$ cat src/rtl/core/bqenv_pkg.sv
// Shared types, constants and coefficient table for the biquad envelope block.
// Used by the controller, the datapath and the top level. No dependencies.
package bqenv_pkg;

    localparam int WINDOW_LOG2_DEF = 6;
    localparam int BAND_COUNT      = 4;
    localparam int BAND_W          = $clog2(BAND_COUNT);

    localparam int SAMPLE_W   = 16;
    localparam int FILT_W     = 18;
    localparam int ENV_W      = 17;
    localparam int ENV_INT_W  = 18;
    localparam int MAG_W      = 18;
    localparam int SQ_W       = 2 * MAG_W;
    localparam int HIT_W      = 32;
    localparam int RMS_W      = 16;
    localparam int ROOT_IN_W  = 32;
    localparam int DELAY_W    = 32;
    localparam int COEF_W     = 14;
    localparam int PROD_W     = COEF_W + DELAY_W;
    localparam int ACC_W      = 48;
    localparam int Q_SHIFT    = 12;
    localparam int SHIFT_W    = 4;

    localparam int CFG_IDX_W  = 3;
    localparam int CFG_DATA_W = 17;

    localparam int CNT_W      = 4;
    localparam int ROOT_STEPS = 16;

    localparam logic [CFG_IDX_W-1:0] REG_BAND_LIMIT_LOW  = 3'd0;
    localparam logic [CFG_IDX_W-1:0] REG_BAND_LIMIT_MID  = 3'd1;
    localparam logic [CFG_IDX_W-1:0] REG_BAND_LIMIT_HIGH = 3'd2;
    localparam logic [CFG_IDX_W-1:0] REG_ATTACK_SHIFT    = 3'd3;
    localparam logic [CFG_IDX_W-1:0] REG_RELEASE_SHIFT   = 3'd4;

    localparam logic [ENV_W-1:0] LIMIT_LOW_RST  = 17'd800;
    localparam logic [ENV_W-1:0] LIMIT_MID_RST  = 17'd2400;
    localparam logic [ENV_W-1:0] LIMIT_HIGH_RST = 17'd3600;
    localparam logic [SHIFT_W-1:0] ATTACK_RST   = 4'd2;
    localparam logic [SHIFT_W-1:0] RELEASE_RST  = 4'd6;

    localparam int TAP_W = 3;
    localparam logic [TAP_W-1:0] TAP_X    = 3'd0;
    localparam logic [TAP_W-1:0] TAP_X1   = 3'd1;
    localparam logic [TAP_W-1:0] TAP_X2   = 3'd2;
    localparam logic [TAP_W-1:0] TAP_Y1   = 3'd3;
    localparam logic [TAP_W-1:0] TAP_Y2   = 3'd4;
    localparam int               MAC_TAPS = 5;

    localparam logic [1:0] BAND_ZERO  = 2'd0;
    localparam logic [1:0] BAND_ONE   = 2'd1;
    localparam logic [1:0] BAND_TWO   = 2'd2;
    localparam logic [1:0] BAND_THREE = 2'd3;

    typedef enum logic [2:0] {
        ST_IDLE,
        ST_MAC,
        ST_FILT,
        ST_ENV,
        ST_BAND,
        ST_SUM,
        ST_ROOT,
        ST_DONE
    } t_state;

    typedef struct packed {
        logic             load_in;
        logic             mac_mul;
        logic             mac_acc;
        logic [TAP_W-1:0] mac_sel;
        logic             filt;
        logic             env;
        logic             band;
        logic             sum;
        logic             root_step;
        logic             out_load;
    } t_cmd;

    typedef struct packed {
        logic closed;
    } t_stat;

    // Q12 biquad taps; feedback term on y2 carries its minus sign
    function automatic logic signed [COEF_W-1:0] tap_coef(input logic [TAP_W-1:0] sel);
        logic signed [COEF_W-1:0] c;
        case (sel)
            TAP_X:   c = 14'sd275;
            TAP_X1:  c = 14'sd550;
            TAP_X2:  c = 14'sd275;
            TAP_Y1:  c = 14'sd4682;
            TAP_Y2:  c = -14'sd1692;
            default: c = '0;
        endcase
        return c;
    endfunction

endpackage

$ cat src/rtl/core/bqenv_sqrt.sv
// Bit-pair integer square root, one step per cycle while i_step is high, 16 steps for 32-bit input.
// Depends on bqenv_pkg.
module bqenv_sqrt (
    input  logic                                i_clk,
    input  logic                                i_load,
    input  logic [bqenv_pkg::ROOT_IN_W-1:0]     i_value,
    input  logic                                i_step,
    output logic [bqenv_pkg::RMS_W-1:0]         o_root
);
    import bqenv_pkg::*;

    logic [ROOT_IN_W-1:0] r_v;
    logic [ROOT_IN_W-1:0] r_r;
    logic [ROOT_IN_W-1:0] r_bit;
    logic [ROOT_IN_W-1:0] w_trial;

    assign w_trial = r_r + r_bit;

    always_ff @(posedge i_clk) begin
        if (i_load) begin
            r_v   <= i_value;
            r_r   <= '0;
            r_bit <= ROOT_IN_W'(1) << (ROOT_IN_W - 2);
        end else if (i_step) begin
            if (r_v >= w_trial) begin
                r_v <= r_v - w_trial;
                r_r <= (r_r >> 1) + r_bit;
            end else begin
                r_r <= r_r >> 1;
            end
            r_bit <= r_bit >> 2;
        end
    end

    assign o_root = r_r[RMS_W-1:0];

endmodule

$ cat src/rtl/core/bqenv_ctrl.sv
// Sequencer for the biquad envelope block: handshakes and datapath commands.
// Depends on bqenv_pkg.
module bqenv_ctrl (
    input  logic               i_clk,
    input  logic               i_rst_n,
    input  logic               i_in_valid,
    output logic               o_in_ready,
    output logic               o_out_valid,
    input  logic               i_out_ready,
    input  bqenv_pkg::t_stat   i_stat,
    output bqenv_pkg::t_cmd    o_cmd
);
    import bqenv_pkg::*;

    t_state            r_state, n_state;
    logic [CNT_W-1:0]  r_cnt, n_cnt;
    logic              r_out_valid, n_out_valid;
    logic              w_out_free;

    assign w_out_free  = !r_out_valid || i_out_ready;
    assign o_in_ready  = (r_state == ST_IDLE);
    assign o_out_valid = r_out_valid;

    always_ff @(posedge i_clk) begin
        if (!i_rst_n) begin
            r_state     <= ST_IDLE;
            r_cnt       <= '0;
            r_out_valid <= 1'b0;
        end else begin
            r_state     <= n_state;
            r_cnt       <= n_cnt;
            r_out_valid <= n_out_valid;
        end
    end

    always_comb begin
        n_state = r_state;
        n_cnt   = r_cnt;
        o_cmd   = '0;
        o_cmd.mac_sel = r_cnt[TAP_W-1:0];
        n_out_valid = (r_out_valid && !i_out_ready);

        case (r_state)
            ST_IDLE: begin
                if (i_in_valid) begin
                    o_cmd.load_in = 1'b1;
                    n_cnt   = '0;
                    n_state = ST_MAC;
                end
            end
            ST_MAC: begin
                o_cmd.mac_mul = (r_cnt < CNT_W'(MAC_TAPS));
                o_cmd.mac_acc = (r_cnt != '0);
                n_cnt = r_cnt + CNT_W'(1);
                if (r_cnt == CNT_W'(MAC_TAPS)) begin
                    n_state = ST_FILT;
                end
            end
            ST_FILT: begin
                o_cmd.filt = 1'b1;
                n_state = ST_ENV;
            end
            ST_ENV: begin
                o_cmd.env = 1'b1;
                n_state = ST_BAND;
            end
            ST_BAND: begin
                o_cmd.band = 1'b1;
                n_state = ST_SUM;
            end
            ST_SUM: begin
                o_cmd.sum = 1'b1;
                n_cnt = '0;
                n_state = i_stat.closed ? ST_ROOT : ST_DONE;
            end
            ST_ROOT: begin
                o_cmd.root_step = 1'b1;
                n_cnt = r_cnt + CNT_W'(1);
                if (r_cnt == CNT_W'(ROOT_STEPS - 1)) begin
                    n_state = ST_DONE;
                end
            end
            ST_DONE: begin
                if (w_out_free) begin
                    o_cmd.out_load = 1'b1;
                    n_out_valid = 1'b1;
                    n_state = ST_IDLE;
                end
            end
            default: begin
                n_state = ST_IDLE;
            end
        endcase
    end

endmodule

$ cat src/rtl/core/bqenv_dp.sv
// Datapath: config registers, shared-multiplier biquad, envelope, bands,
// windowed mean square and output registers. Depends on bqenv_pkg, bqenv_sqrt.
module bqenv_dp #(
    parameter int WINDOW_LOG2 = bqenv_pkg::WINDOW_LOG2_DEF
) (
    input  logic                                    i_clk,
    input  logic                                    i_rst_n,
    input  bqenv_pkg::t_cmd                         i_cmd,
    output bqenv_pkg::t_stat                        o_stat,
    input  logic                                    i_cfg_we,
    input  logic [bqenv_pkg::CFG_IDX_W-1:0]         i_cfg_index,
    input  logic [bqenv_pkg::CFG_DATA_W-1:0]        i_cfg_data,
    input  logic signed [bqenv_pkg::SAMPLE_W-1:0]   i_raw_sample,
    output logic signed [bqenv_pkg::FILT_W-1:0]     o_filtered,
    output logic [bqenv_pkg::ENV_W-1:0]             o_envelope,
    output logic [bqenv_pkg::BAND_W-1:0]            o_band,
    output logic [bqenv_pkg::HIT_W-1:0]             o_band_count,
    output logic [bqenv_pkg::RMS_W-1:0]             o_rms_value,
    output logic                                    o_rms_updated
);
    import bqenv_pkg::*;

    localparam int SUM_W = SQ_W + WINDOW_LOG2;

    localparam logic signed [ACC_W-1:0] Y_MAX = ACC_W'(64'sh7FFF_FFFF);
    localparam logic signed [ACC_W-1:0] Y_MIN = -ACC_W'(64'sh8000_0000);
    localparam logic signed [DELAY_W-1:0] F_MAX = DELAY_W'(131071);
    localparam logic signed [DELAY_W-1:0] F_MIN = -DELAY_W'(131072);
    localparam logic [ENV_INT_W-1:0] ENV_SAT = ENV_INT_W'(131071);

    // configuration
    logic [ENV_W-1:0]   r_lim_low, r_lim_mid, r_lim_high;
    logic [SHIFT_W-1:0] r_att_shift, r_rel_shift;

    // filter state
    logic signed [SAMPLE_W-1:0] r_x, r_x1, r_x2;
    logic signed [DELAY_W-1:0]  r_y1, r_y2;
    logic signed [PROD_W-1:0]   r_prod;
    logic signed [ACC_W-1:0]    r_acc;

    logic signed [FILT_W-1:0]   r_f;
    logic [MAG_W-1:0]           r_mag;
    logic [ENV_INT_W-1:0]       r_env;
    logic [BAND_W-1:0]          r_band;
    logic [HIT_W-1:0]           r_hits [BAND_COUNT];
    logic [HIT_W-1:0]           r_cnt;
    logic [SQ_W-1:0]            r_sq;
    logic [SUM_W-1:0]           r_sum;
    logic [WINDOW_LOG2-1:0]     r_wcnt;
    logic                       r_closed;
    logic [RMS_W-1:0]           r_last;

    logic signed [COEF_W-1:0]   w_coef;
    logic signed [DELAY_W-1:0]  w_opnd;
    logic signed [PROD_W-1:0]   w_prod;
    logic signed [ACC_W-1:0]    w_shr;
    logic signed [DELAY_W-1:0]  w_y;
    logic signed [FILT_W-1:0]   w_f;
    logic signed [FILT_W:0]     w_fx;
    logic [MAG_W-1:0]           w_mag;
    logic [ENV_INT_W-1:0]       w_env;
    logic [BAND_W-1:0]          w_band;
    logic [SUM_W-1:0]           w_sum;
    logic [SUM_W-1:0]           w_mean;
    logic [ROOT_IN_W-1:0]       w_mean_sat;
    logic [RMS_W-1:0]           w_root;
    logic [RMS_W-1:0]           w_rms;

    // config writes
    always_ff @(posedge i_clk) begin
        if (!i_rst_n) begin
            r_lim_low   <= LIMIT_LOW_RST;
            r_lim_mid   <= LIMIT_MID_RST;
            r_lim_high  <= LIMIT_HIGH_RST;
            r_att_shift <= ATTACK_RST;
            r_rel_shift <= RELEASE_RST;
        end else if (i_cfg_we) begin
            case (i_cfg_index)
                REG_BAND_LIMIT_LOW:  r_lim_low   <= i_cfg_data[ENV_W-1:0];
                REG_BAND_LIMIT_MID:  r_lim_mid   <= i_cfg_data[ENV_W-1:0];
                REG_BAND_LIMIT_HIGH: r_lim_high  <= i_cfg_data[ENV_W-1:0];
                REG_ATTACK_SHIFT:    r_att_shift <= i_cfg_data[SHIFT_W-1:0];
                REG_RELEASE_SHIFT:   r_rel_shift <= i_cfg_data[SHIFT_W-1:0];
                default: ;
            endcase
        end
    end

    // shared tap multiplier
    always_comb begin
        case (i_cmd.mac_sel)
            TAP_X:   w_opnd = DELAY_W'(r_x);
            TAP_X1:  w_opnd = DELAY_W'(r_x1);
            TAP_X2:  w_opnd = DELAY_W'(r_x2);
            TAP_Y1:  w_opnd = r_y1;
            TAP_Y2:  w_opnd = r_y2;
            default: w_opnd = '0;
        endcase
    end

    assign w_coef = tap_coef(i_cmd.mac_sel);
    assign w_prod = w_coef * w_opnd;

    // floor by Q12, clamp to 32 and 18 bits
    assign w_shr = r_acc >>> Q_SHIFT;

    always_comb begin
        if (w_shr > Y_MAX) begin
            w_y = DELAY_W'(Y_MAX);
        end else if (w_shr < Y_MIN) begin
            w_y = DELAY_W'(Y_MIN);
        end else begin
            w_y = DELAY_W'(w_shr);
        end

        if (w_y > F_MAX) begin
            w_f = FILT_W'(F_MAX);
        end else if (w_y < F_MIN) begin
            w_f = FILT_W'(F_MIN);
        end else begin
            w_f = FILT_W'(w_y);
        end
    end

    assign w_fx  = (FILT_W + 1)'(w_f);
    assign w_mag = w_f[FILT_W-1] ? MAG_W'(-w_fx) : MAG_W'(w_fx);

    // envelope follower
    always_comb begin
        if (ENV_INT_W'(r_mag) > r_env) begin
            w_env = r_env + ((ENV_INT_W'(r_mag) - r_env) >> r_att_shift);
        end else begin
            w_env = r_env - ((r_env - ENV_INT_W'(r_mag)) >> r_rel_shift);
        end
    end

    // band in threshold order
    always_comb begin
        if (r_env < ENV_INT_W'(r_lim_low)) begin
            w_band = BAND_ZERO;
        end else if (r_env < ENV_INT_W'(r_lim_mid)) begin
            w_band = BAND_ONE;
        end else if (r_env < ENV_INT_W'(r_lim_high)) begin
            w_band = BAND_TWO;
        end else begin
            w_band = BAND_THREE;
        end
    end

    // window mean, saturated to 32 bits
    assign w_sum  = r_sum + SUM_W'(r_sq);
    assign w_mean = w_sum >> WINDOW_LOG2;
    assign w_mean_sat = (|w_mean[SUM_W-1:ROOT_IN_W]) ? '1 : w_mean[ROOT_IN_W-1:0];

    assign o_stat.closed = &r_wcnt;

    always_ff @(posedge i_clk) begin
        if (!i_rst_n) begin
            r_x1   <= '0;
            r_x2   <= '0;
            r_y1   <= '0;
            r_y2   <= '0;
            r_env  <= '0;
            r_sum  <= '0;
            r_wcnt <= '0;
            r_last <= '0;
            for (int i = 0; i < BAND_COUNT; i++) begin
                r_hits[i] <= '0;
            end
        end else begin
            if (i_cmd.filt) begin
                r_x2 <= r_x1;
                r_x1 <= r_x;
                r_y2 <= r_y1;
                r_y1 <= w_y;
            end
            if (i_cmd.env) begin
                r_env <= w_env;
            end
            if (i_cmd.band) begin
                r_hits[w_band] <= r_hits[w_band] + HIT_W'(1);
            end
            if (i_cmd.sum) begin
                r_wcnt <= r_wcnt + WINDOW_LOG2'(1);
                r_sum  <= o_stat.closed ? '0 : w_sum;
            end
            if (i_cmd.out_load) begin
                r_last <= w_rms;
            end
        end
    end

    always_ff @(posedge i_clk) begin
        if (i_cmd.load_in) begin
            r_x   <= i_raw_sample;
            r_acc <= '0;
        end
        if (i_cmd.mac_mul) begin
            r_prod <= w_prod;
        end
        if (i_cmd.mac_acc) begin
            r_acc <= r_acc + ACC_W'(r_prod);
        end
        if (i_cmd.filt) begin
            r_f   <= w_f;
            r_mag <= w_mag;
        end
        if (i_cmd.band) begin
            r_band <= w_band;
            r_cnt  <= r_hits[w_band] + HIT_W'(1);
            r_sq   <= SQ_W'(r_mag) * SQ_W'(r_mag);
        end
        if (i_cmd.sum) begin
            r_closed <= o_stat.closed;
        end
    end

    bqenv_sqrt u_sqrt (
        .i_clk   (i_clk),
        .i_load  (i_cmd.sum),
        .i_value (w_mean_sat),
        .i_step  (i_cmd.root_step),
        .o_root  (w_root)
    );

    assign w_rms = r_closed ? w_root : r_last;

    // output register
    always_ff @(posedge i_clk) begin
        if (i_cmd.out_load) begin
            o_filtered    <= r_f;
            o_envelope    <= (r_env > ENV_SAT) ? ENV_W'(ENV_SAT) : r_env[ENV_W-1:0];
            o_band        <= r_band;
            o_band_count  <= r_cnt;
            o_rms_value   <= w_rms;
            o_rms_updated <= r_closed;
        end
    end

endmodule

$ cat src/rtl/core/biquad_envelope_band_rms_top.sv
// Each input passes through the MAC, filter, envelope, band and sum states;
// a window-closing sample adds 16 root steps, one bit pair per cycle. A
// sample is taken only when idle, after the last one is done; the five filter
// taps share one multiplier. A new sample is taken while a result waits.
// Reset (i_rst_n low, synchronous) clears filter, envelope, band counts, window
// and last RMS, and loads the register defaults.
module biquad_envelope_band_rms_top #(
    parameter int WINDOW_LOG2 = bqenv_pkg::WINDOW_LOG2_DEF
) (
    input  logic                                    i_clk,
    input  logic                                    i_rst_n,
    input  logic                                    i_in_valid,
    output logic                                    o_in_ready,
    input  logic signed [bqenv_pkg::SAMPLE_W-1:0]   i_raw_sample,
    output logic                                    o_out_valid,
    input  logic                                    i_out_ready,
    output logic signed [bqenv_pkg::FILT_W-1:0]     o_filtered,
    output logic [bqenv_pkg::ENV_W-1:0]             o_envelope,
    output logic [bqenv_pkg::BAND_W-1:0]            o_band,
    output logic [bqenv_pkg::HIT_W-1:0]             o_band_count,
    output logic [bqenv_pkg::RMS_W-1:0]             o_rms_value,
    output logic                                    o_rms_updated,
    input  logic                                    i_cfg_valid,
    output logic                                    o_cfg_ready,
    input  logic [bqenv_pkg::CFG_IDX_W-1:0]         i_cfg_index,
    input  logic [bqenv_pkg::CFG_DATA_W-1:0]        i_cfg_data
);
    import bqenv_pkg::*;

    t_cmd  w_cmd;
    t_stat w_stat;

    assign o_cfg_ready = 1'b1;

    bqenv_ctrl u_ctrl (
        .i_clk       (i_clk),
        .i_rst_n     (i_rst_n),
        .i_in_valid  (i_in_valid),
        .o_in_ready  (o_in_ready),
        .o_out_valid (o_out_valid),
        .i_out_ready (i_out_ready),
        .i_stat      (w_stat),
        .o_cmd       (w_cmd)
    );

    bqenv_dp #(
        .WINDOW_LOG2 (WINDOW_LOG2)
    ) u_dp (
        .i_clk         (i_clk),
        .i_rst_n       (i_rst_n),
        .i_cmd         (w_cmd),
        .o_stat        (w_stat),
        .i_cfg_we      (i_cfg_valid),
        .i_cfg_index   (i_cfg_index),
        .i_cfg_data    (i_cfg_data),
        .i_raw_sample  (i_raw_sample),
        .o_filtered    (o_filtered),
        .o_envelope    (o_envelope),
        .o_band        (o_band),
        .o_band_count  (o_band_count),
        .o_rms_value   (o_rms_value),
        .o_rms_updated (o_rms_updated)
    );

endmodule
$ cat config.mk
export PLATFORM = sky130hd
export DESIGN_NAME = biquad_envelope_band_rms_top
export DESIGN_NICKNAME = d
export VERILOG_FILES = /design/src/rtl/core/bqenv_pkg.sv /design/src/rtl/core/bqenv_sqrt.sv /design/src/rtl/core/bqenv_ctrl.sv /design/src/rtl/core/bqenv_dp.sv /design/src/rtl/core/biquad_envelope_band_rms_top.sv
export SDC_FILE = /design/constraint.sdc
export NUM_CORES = 2
export LEC_CHECK = 0
export ABC_CLOCK_PERIOD_IN_PS = 9100
export BUFFER_PORTS_ARGS = -buffer_cell sky130_fd_sc_hd__buf_2
export CAP_MARGIN = 20
export CORE_MARGIN = 1
export CORE_UTILIZATION = 59
export CTS_CLUSTER_DIAMETER = 60
export DETAILED_ROUTE_END_ITERATION = 7
export PLACE_DENSITY_LB_ADDON = 0.3
export RECOVER_POWER = 100
export SYNTH_ARGS = -nofsm -noshare
export SYNTH_HDL_FRONTEND = slang
export SYNTH_SLANG_ARGS = --single-unit
$ cat constraint.sdc
create_clock -name i_clk -period 9.1 [get_ports i_clk]
set_input_delay 0.91 -clock i_clk [delete_from_list [all_inputs] [get_ports i_clk]]
set_output_delay 0.91 -clock i_clk [all_outputs]
set_load 0.005 [all_outputs]
# Yosys cells after proc, flatten, opt, wreduce, memory -nomap -nowiden
# Memory sizes are Yosys's and may differ from the RTL's.
# Cells that the tools add are included.
# word_totals
word_cells	157
memories	1
regBits	628
input_bits	41
out_inout_bits	89
mem_bits_rw	128
# mem_list
memory	depth	width	rd	rd_ports_with_merged_regs	write_ports	line	text
u_dp.r_hits	4	32	1	0	4	bqenv_dp.sv:45	logic [HIT_W-1:0] r_hits [BAND_COUNT];
# classes
n_eq_ne	21
n_shift	2
n_mux	47
multipliers	2
magnitude_cmp	11
addsub	13
n_reduce_logical	25
# ops
operator	count
$mux W32	8
$pmux W32 S5	1
$mux W48	2
$pmux W14 S4	1
$lt A18 B17 Y1	3
$mux W18	3
$sub A18 B18 Y18	3
$add A48 B46 Y48	1
$mul A14 B32 Y46	1
$add A42 B36 Y42	1
$mux W42	1
$gt A36 B32 Y1 const B	1
$lt A36 B32 Y1 const B	1
$mul A18 B18 Y36	1
$shr A18 B4 Y18	2
$add A31 B31 Y32	1
$add A32 B1 Y32 const B	1
$add A32 B31 Y32	1
$ge A32 B32 Y1	1
$gt A32 B18 Y1 const B	1
$lt A32 B18 Y1 const B	1
$reduce_or A32 Y1	1
$sub A32 B32 Y32	1
$pmux W3 S8	1
other kinds (33)	82

# Longest topological paths before layout
# logic_depth
word_depth	8
mapped_depth	36
ltp_nobuf	34

# By module
# From an unflattened synthesis, not the netlist that was laid out.
# hier_totals
cells_unflattened	7218
area_unflattened_um2	67116.9
# by_module_without_submodules
module	cells_per_inst	area_per_inst_um2	seq_area_each_um2	instances
bqenv_dp	6184	58864.0	17626.9	1
bqenv_sqrt	958	7647.3	1921.8	1
bqenv_ctrl	74	594.3	160.2	1
biquad_envelope_band_rms_top	2	11.3	0.0	1

# Worst setup path before layout
# OpenSTA, ideal clock, no wires.
# synth_path
kind	reg2reg
from	reg u_ctrl.r_cnt[0]
to	reg u_dp.r_prod[45], data pin
path_stages_with_launch	36
synth_period_minus_slack_ns	8.527
setup_time_ns	0.259
required_ns	8.841
t_arrival_ns	8.268
setup_slack_ns	0.573
n_path_buf	1
path_cell_list	dfxtp_1 inv_1 ha_1 nor2b_1 clkbuf_1 a22oi_1 nand2_1 a221oi_1 nor2b_1 fa_1 inv_1 fa_1 inv_1 fa_1 inv_1 fa_1 inv_1 fa_1 inv_1 fa_1 inv_1 ha_1 a21o_1 a21oi_1 o22ai_1 a311oi_1 nor2_1 a221oi_1 o21bai_1 a311oi_1 o211a_1 o21ai_0 a31oi_1 o21ai_0 a21oi_1 xnor2_1
# synth_via
elab_chain_len	4
word_cells_on_any_way	9
cone_classes	mul: 1; eq/ne: 4; mux: 2; reduce/logical: 2
# synth_rtl
item	line	text
from (decl)	bqenv_ctrl.sv:16	logic [CNT_W-1:0] r_cnt, n_cnt;
from (signal assigned)	bqenv_ctrl.sv:31	r_cnt <= n_cnt;
$eq A3 B2 Y1 or $logic_not A3 Y1 (tied branches)	bqenv_pkg.sv:87, bqenv_dp.sv:91	
$reduce_or A2 Y1 (no line)	-	
$pmux W14 S4	bqenv_pkg.sv:87	case (sel)
$mul A14 B32 Y46 *	bqenv_dp.sv:102	assign w_prod = w_coef * w_opnd;
named net u_dp.w_prod[45]	bqenv_dp.sv:55	logic signed [PROD_W-1:0] w_prod;
to (signal assigned)	bqenv_dp.sv:199	r_prod <= w_prod;
to (decl)	bqenv_dp.sv:38	logic signed [PROD_W-1:0] r_prod;
# Mark *: on every way through the listed nets, which the timed path passes. The rest lies on a longest branch.
# A chain may end at the register's enable or synchronous reset.

# Worst setup path after layout
# layout_path
from	reg u_ctrl.r_cnt[1]
to	reg u_dp.r_prod[45], data pin
# Same word-level chain as after synthesis.

==> metrics.md <==
| Metric | Value |
|---|---|
| Initial antenna violation count | 1 |
| Post-synth top area share | a little over a fifth |
| Top cells by area, synth | edfxtp_1 (21%), fa_1 (17%), ha_1 (10%) |
| Vias in the first global route | approximately 51,000 |
| Net count after synthesis | between 8,000 and 9,000 |
| CTS Buffer Depth | 3 |
| Status | complete, but fails checks |
| CTS buffer count | 85 |
| I/O pin cnt | 130 |
| Worst-path clk slew | ~0.060 ns |
| Final nets | between 8,000 and 9,000 |
| Die Y-Extent | approximately 330 um |
| DP Cell Count | ~8,500 |
| Clock Skews | ~0.043 ns |
| Arrival @ worst endpoint | approximately 9 ns |
| Fmax | between 0.1 and 0.15 GHz |
| Largest net degree at the start of global routing | roughly 90 |
| DR vias/cell | approximately 5.9 |
| Initial DRT Pass Iterations | 6 |
| Drt total wl | around 170,000 um |
| GP Congestion | around 0.99 |
| Max Cap Viol | 22 |
| Fin. max-slew vios | approximately 1,000 |
| Share of cells above drive strength 1 | around 5.7% |
| Failing checks | max-capacitance violations, max-slew violations |
| Critical path fanouts, max | 17 |
| WHS | 0.414 ns |
| CP startpoint kind | flop |
| Clock sink count | around 750 |
| Crit share post-route | about 96% |
| Port Buffers | between 100 and 150 |
| Critical Path Sink Type | flop |
| Share of synthesized flip-flops with an asynchronous set or reset | 0% |
| Total global-route track usage | a little under a third |
| Worst Hold Class | flop to flop |
| Slew margin rel. | -121% |
| Post-Synthesis Cells | a little over 7,000 |
| Peak supply drop | between 0.15 and 0.2 mV |
| Critical path type | flop to flop |
| WP buf/inv | 8 |
| Post-Syn Area | approximately 65,000 um^2 |
| FF+latch area | between 15,000 and 20,000 um^2 |
| Commonest non-fill, non-tap cell in the layout | inv_1 |
| Drt drc | 0 |
| Synth Flop Type | edfxtp_1 |
| Cell mode on critical path | fa_1 |
| # H-tree levels | 3 |
| Skew-Pair Late Insertion Delay | around 0.69 ns |
| Yosys top cell by area | edfxtp_1 |
| Final hold vios | 0 |
| PD cells | 191 nW/um^2 |
| Setup_tns | 0 ns |
| Final setup violation count | 0 |
| Antenna Nets Post-Route | 0 |
| Syn Area/Cell | roughly 9.2 um^2 |
| Final Core Density | ~64% |
| Total number of vias | 51,100 |
| Fill count | 8,953 |
| Req. time, crit path | about 9.5 ns |
| Max stage delay on crit path | 0.55 ns |
| Drt wl/cell | ~20 um |
| CP max-delay cell | fa_1 |
| Post-DP HPWL | approximately 130,000 um |
| Multi-input logic area | about 40,000 um^2 |
| Tmin final | about 8.7 ns |
| Initial drt markers | about 4,600 |
| Number of synthesized register bits | around 750 |
| Die X | about 330 um |
| Initial Utilization | between 50% and 60% |
| Commonest cells after routing, fill and taps aside | inv_1 (980), nor2_1 (849), nand2_1 (726), fa_1 (567), ha_1 (535) |
| Cell Count, Final, Fillers Out | ~8,600 |
| Leakage power | about 31 nW |
| Row count | about 120 |
| Least-Margin Pin Slew | 3.32 ns |
| Post-synth cell types | 105 |
| Core area | 109,000 um^2 |
| Global-route wire length before repair | 273,000 um |
| Delay-heaviest family, CP | adder cells |
| Yosys warnings | 0 |
| Post-synthesis sequential area ratio | between 30% and 40% |
| Global route total overflow | 0 |
| Hold-fix buffer count after cts | 0 |
| Root Driver | clkbuf_16 |
| Tot Pwr | 13.4 mW |
| CTS tree | built |
| Antenna Cells | 0 |
| EDFF count, synth | around 460 |
| Area Growth Syn to Fin | 7.96% |
| Die Area | 111,000 um^2 |
[synthesized netlist by cell type (10+ instances only)]
cell	instances
o31a_1	10
xor2_1	130
and3_1	38
a221o_1	11
ha_1	536
clkinv_1	17
nor2_1	856
buf_1	18
nand2_1	727
fa_1	567
or2_2	19
a21boi_0	13
nor3_1	90
o21bai_1	44
or3_1	24
buf_2	14
a211oi_1	68
o31ai_1	23
nand3_1	82
a311oi_1	23
dfxtp_1	293
a31o_2	16
inv_1	979
nor4_1	16
o211ai_1	42
nand4_1	36
a22oi_1	33
mux2_2	29
xnor2_1	188
a221oi_1	35
nor2b_1	72
nand2b_1	65
and2_1	55
a21o_1	156
mux2i_1	69
a21oi_1	468
a31oi_1	80
o21a_1	49
edfxtp_1	461
o21ai_0	199
clkbuf_1	243
[cells by family (layout without fill, tap and decap cells)]
kind of cell               Yosys count  in the layout  share of synthesized area, %
adders and majority gates         1103           1103                          27.8
xor gates and xnor gates           319            319                          4.31
other                                1              1                       0.00578
and+or+nand+nor                   2125           2125                          14.2
muxes                              107            107                          1.85
buffers and inverters             1282           1414                          7.48
DFF                                754            754                          30.4
AOI/OAI and AO/OA                 1391           1391                          13.9
[through the flow]
| step | area (um^2) | setup WS, ns |
|---|---|---|
| after floorplan | 64900 | 0.573 |
| final | 70100 | 0.401 |
| after CTS | 70300 | 0.0380 |
| after global placement | 67300 | 0.257 |
| after detailed placement | 67300 | 0.00220 |
| after global routing | 70100 | -0.0547 |
[path summary, 6_finish.rpt]
check / from / to / slack, ns / cells past startpoint
hold / removal: u_dp.r_cnt[13] / u_dp.o_band_count[13] / 0.41 / 0
setup / recovery: u_ctrl.r_cnt[1] / u_dp.r_prod[45] / 0.40 / 34
setup reg to reg: u_ctrl.r_cnt[1] / u_dp.r_prod[45] / 0.40 / 34
hold reg to reg: u_dp.r_cnt[13] / u_dp.o_band_count[13] / 0.41 / 0
[where the power goes]
group / internal [mW] / switching [mW]
clock network: 2.16 / 1.51
logic: 2.24 / 3.35
registers: 3.99 / 0.113
[registers in the layout (all words and copies together) (netlist names), 32 cells and up]
name,count
u_dp.u_sqrt.r_r,32
u_dp.r_hits,128
u_dp.r_cnt,32
u_dp.r_prod,46
u_dp.r_sum,42
u_dp.r_sq,35
u_dp.o_band_count,32
u_dp.r_y1,32
u_dp.u_sqrt.r_v,32
u_dp.r_y2,32
u_dp.r_acc,48
[routing by layer]
| metal | GRT usage [%] | vias to the layer above | wire length [um] |
|---|---|---|---|
| met2 | 52.0 | 1909 | 82900 |
| met4 | 12.4 | 0 | 7080 |
| met5 | 0 | - | 0 |
| met1 | 40.6 | 24900 | 70700 |
| met3 | 4.31 | 392 | 12300 |
| li1 | - | 23900 | - |
[what timing repair did]
item | 4_1_cts | 5_1_grt
pin swaps | 0 | 3
gates resized for setup | 1 | 14
endpoints found under the setup margin | 1 | 5
setup buffers | 0 | 2
[area by class of cell]
type	instances	area share [%]
timing repair buffer	254	2.01
multi-input combinational	5046	57.7
clock buffer	111	3.32
clock inverter	49	0.973
tap	1414	2.52
inverter	1000	5.36
sequential	754	28.1
Power figures use the tool's default switching activity.
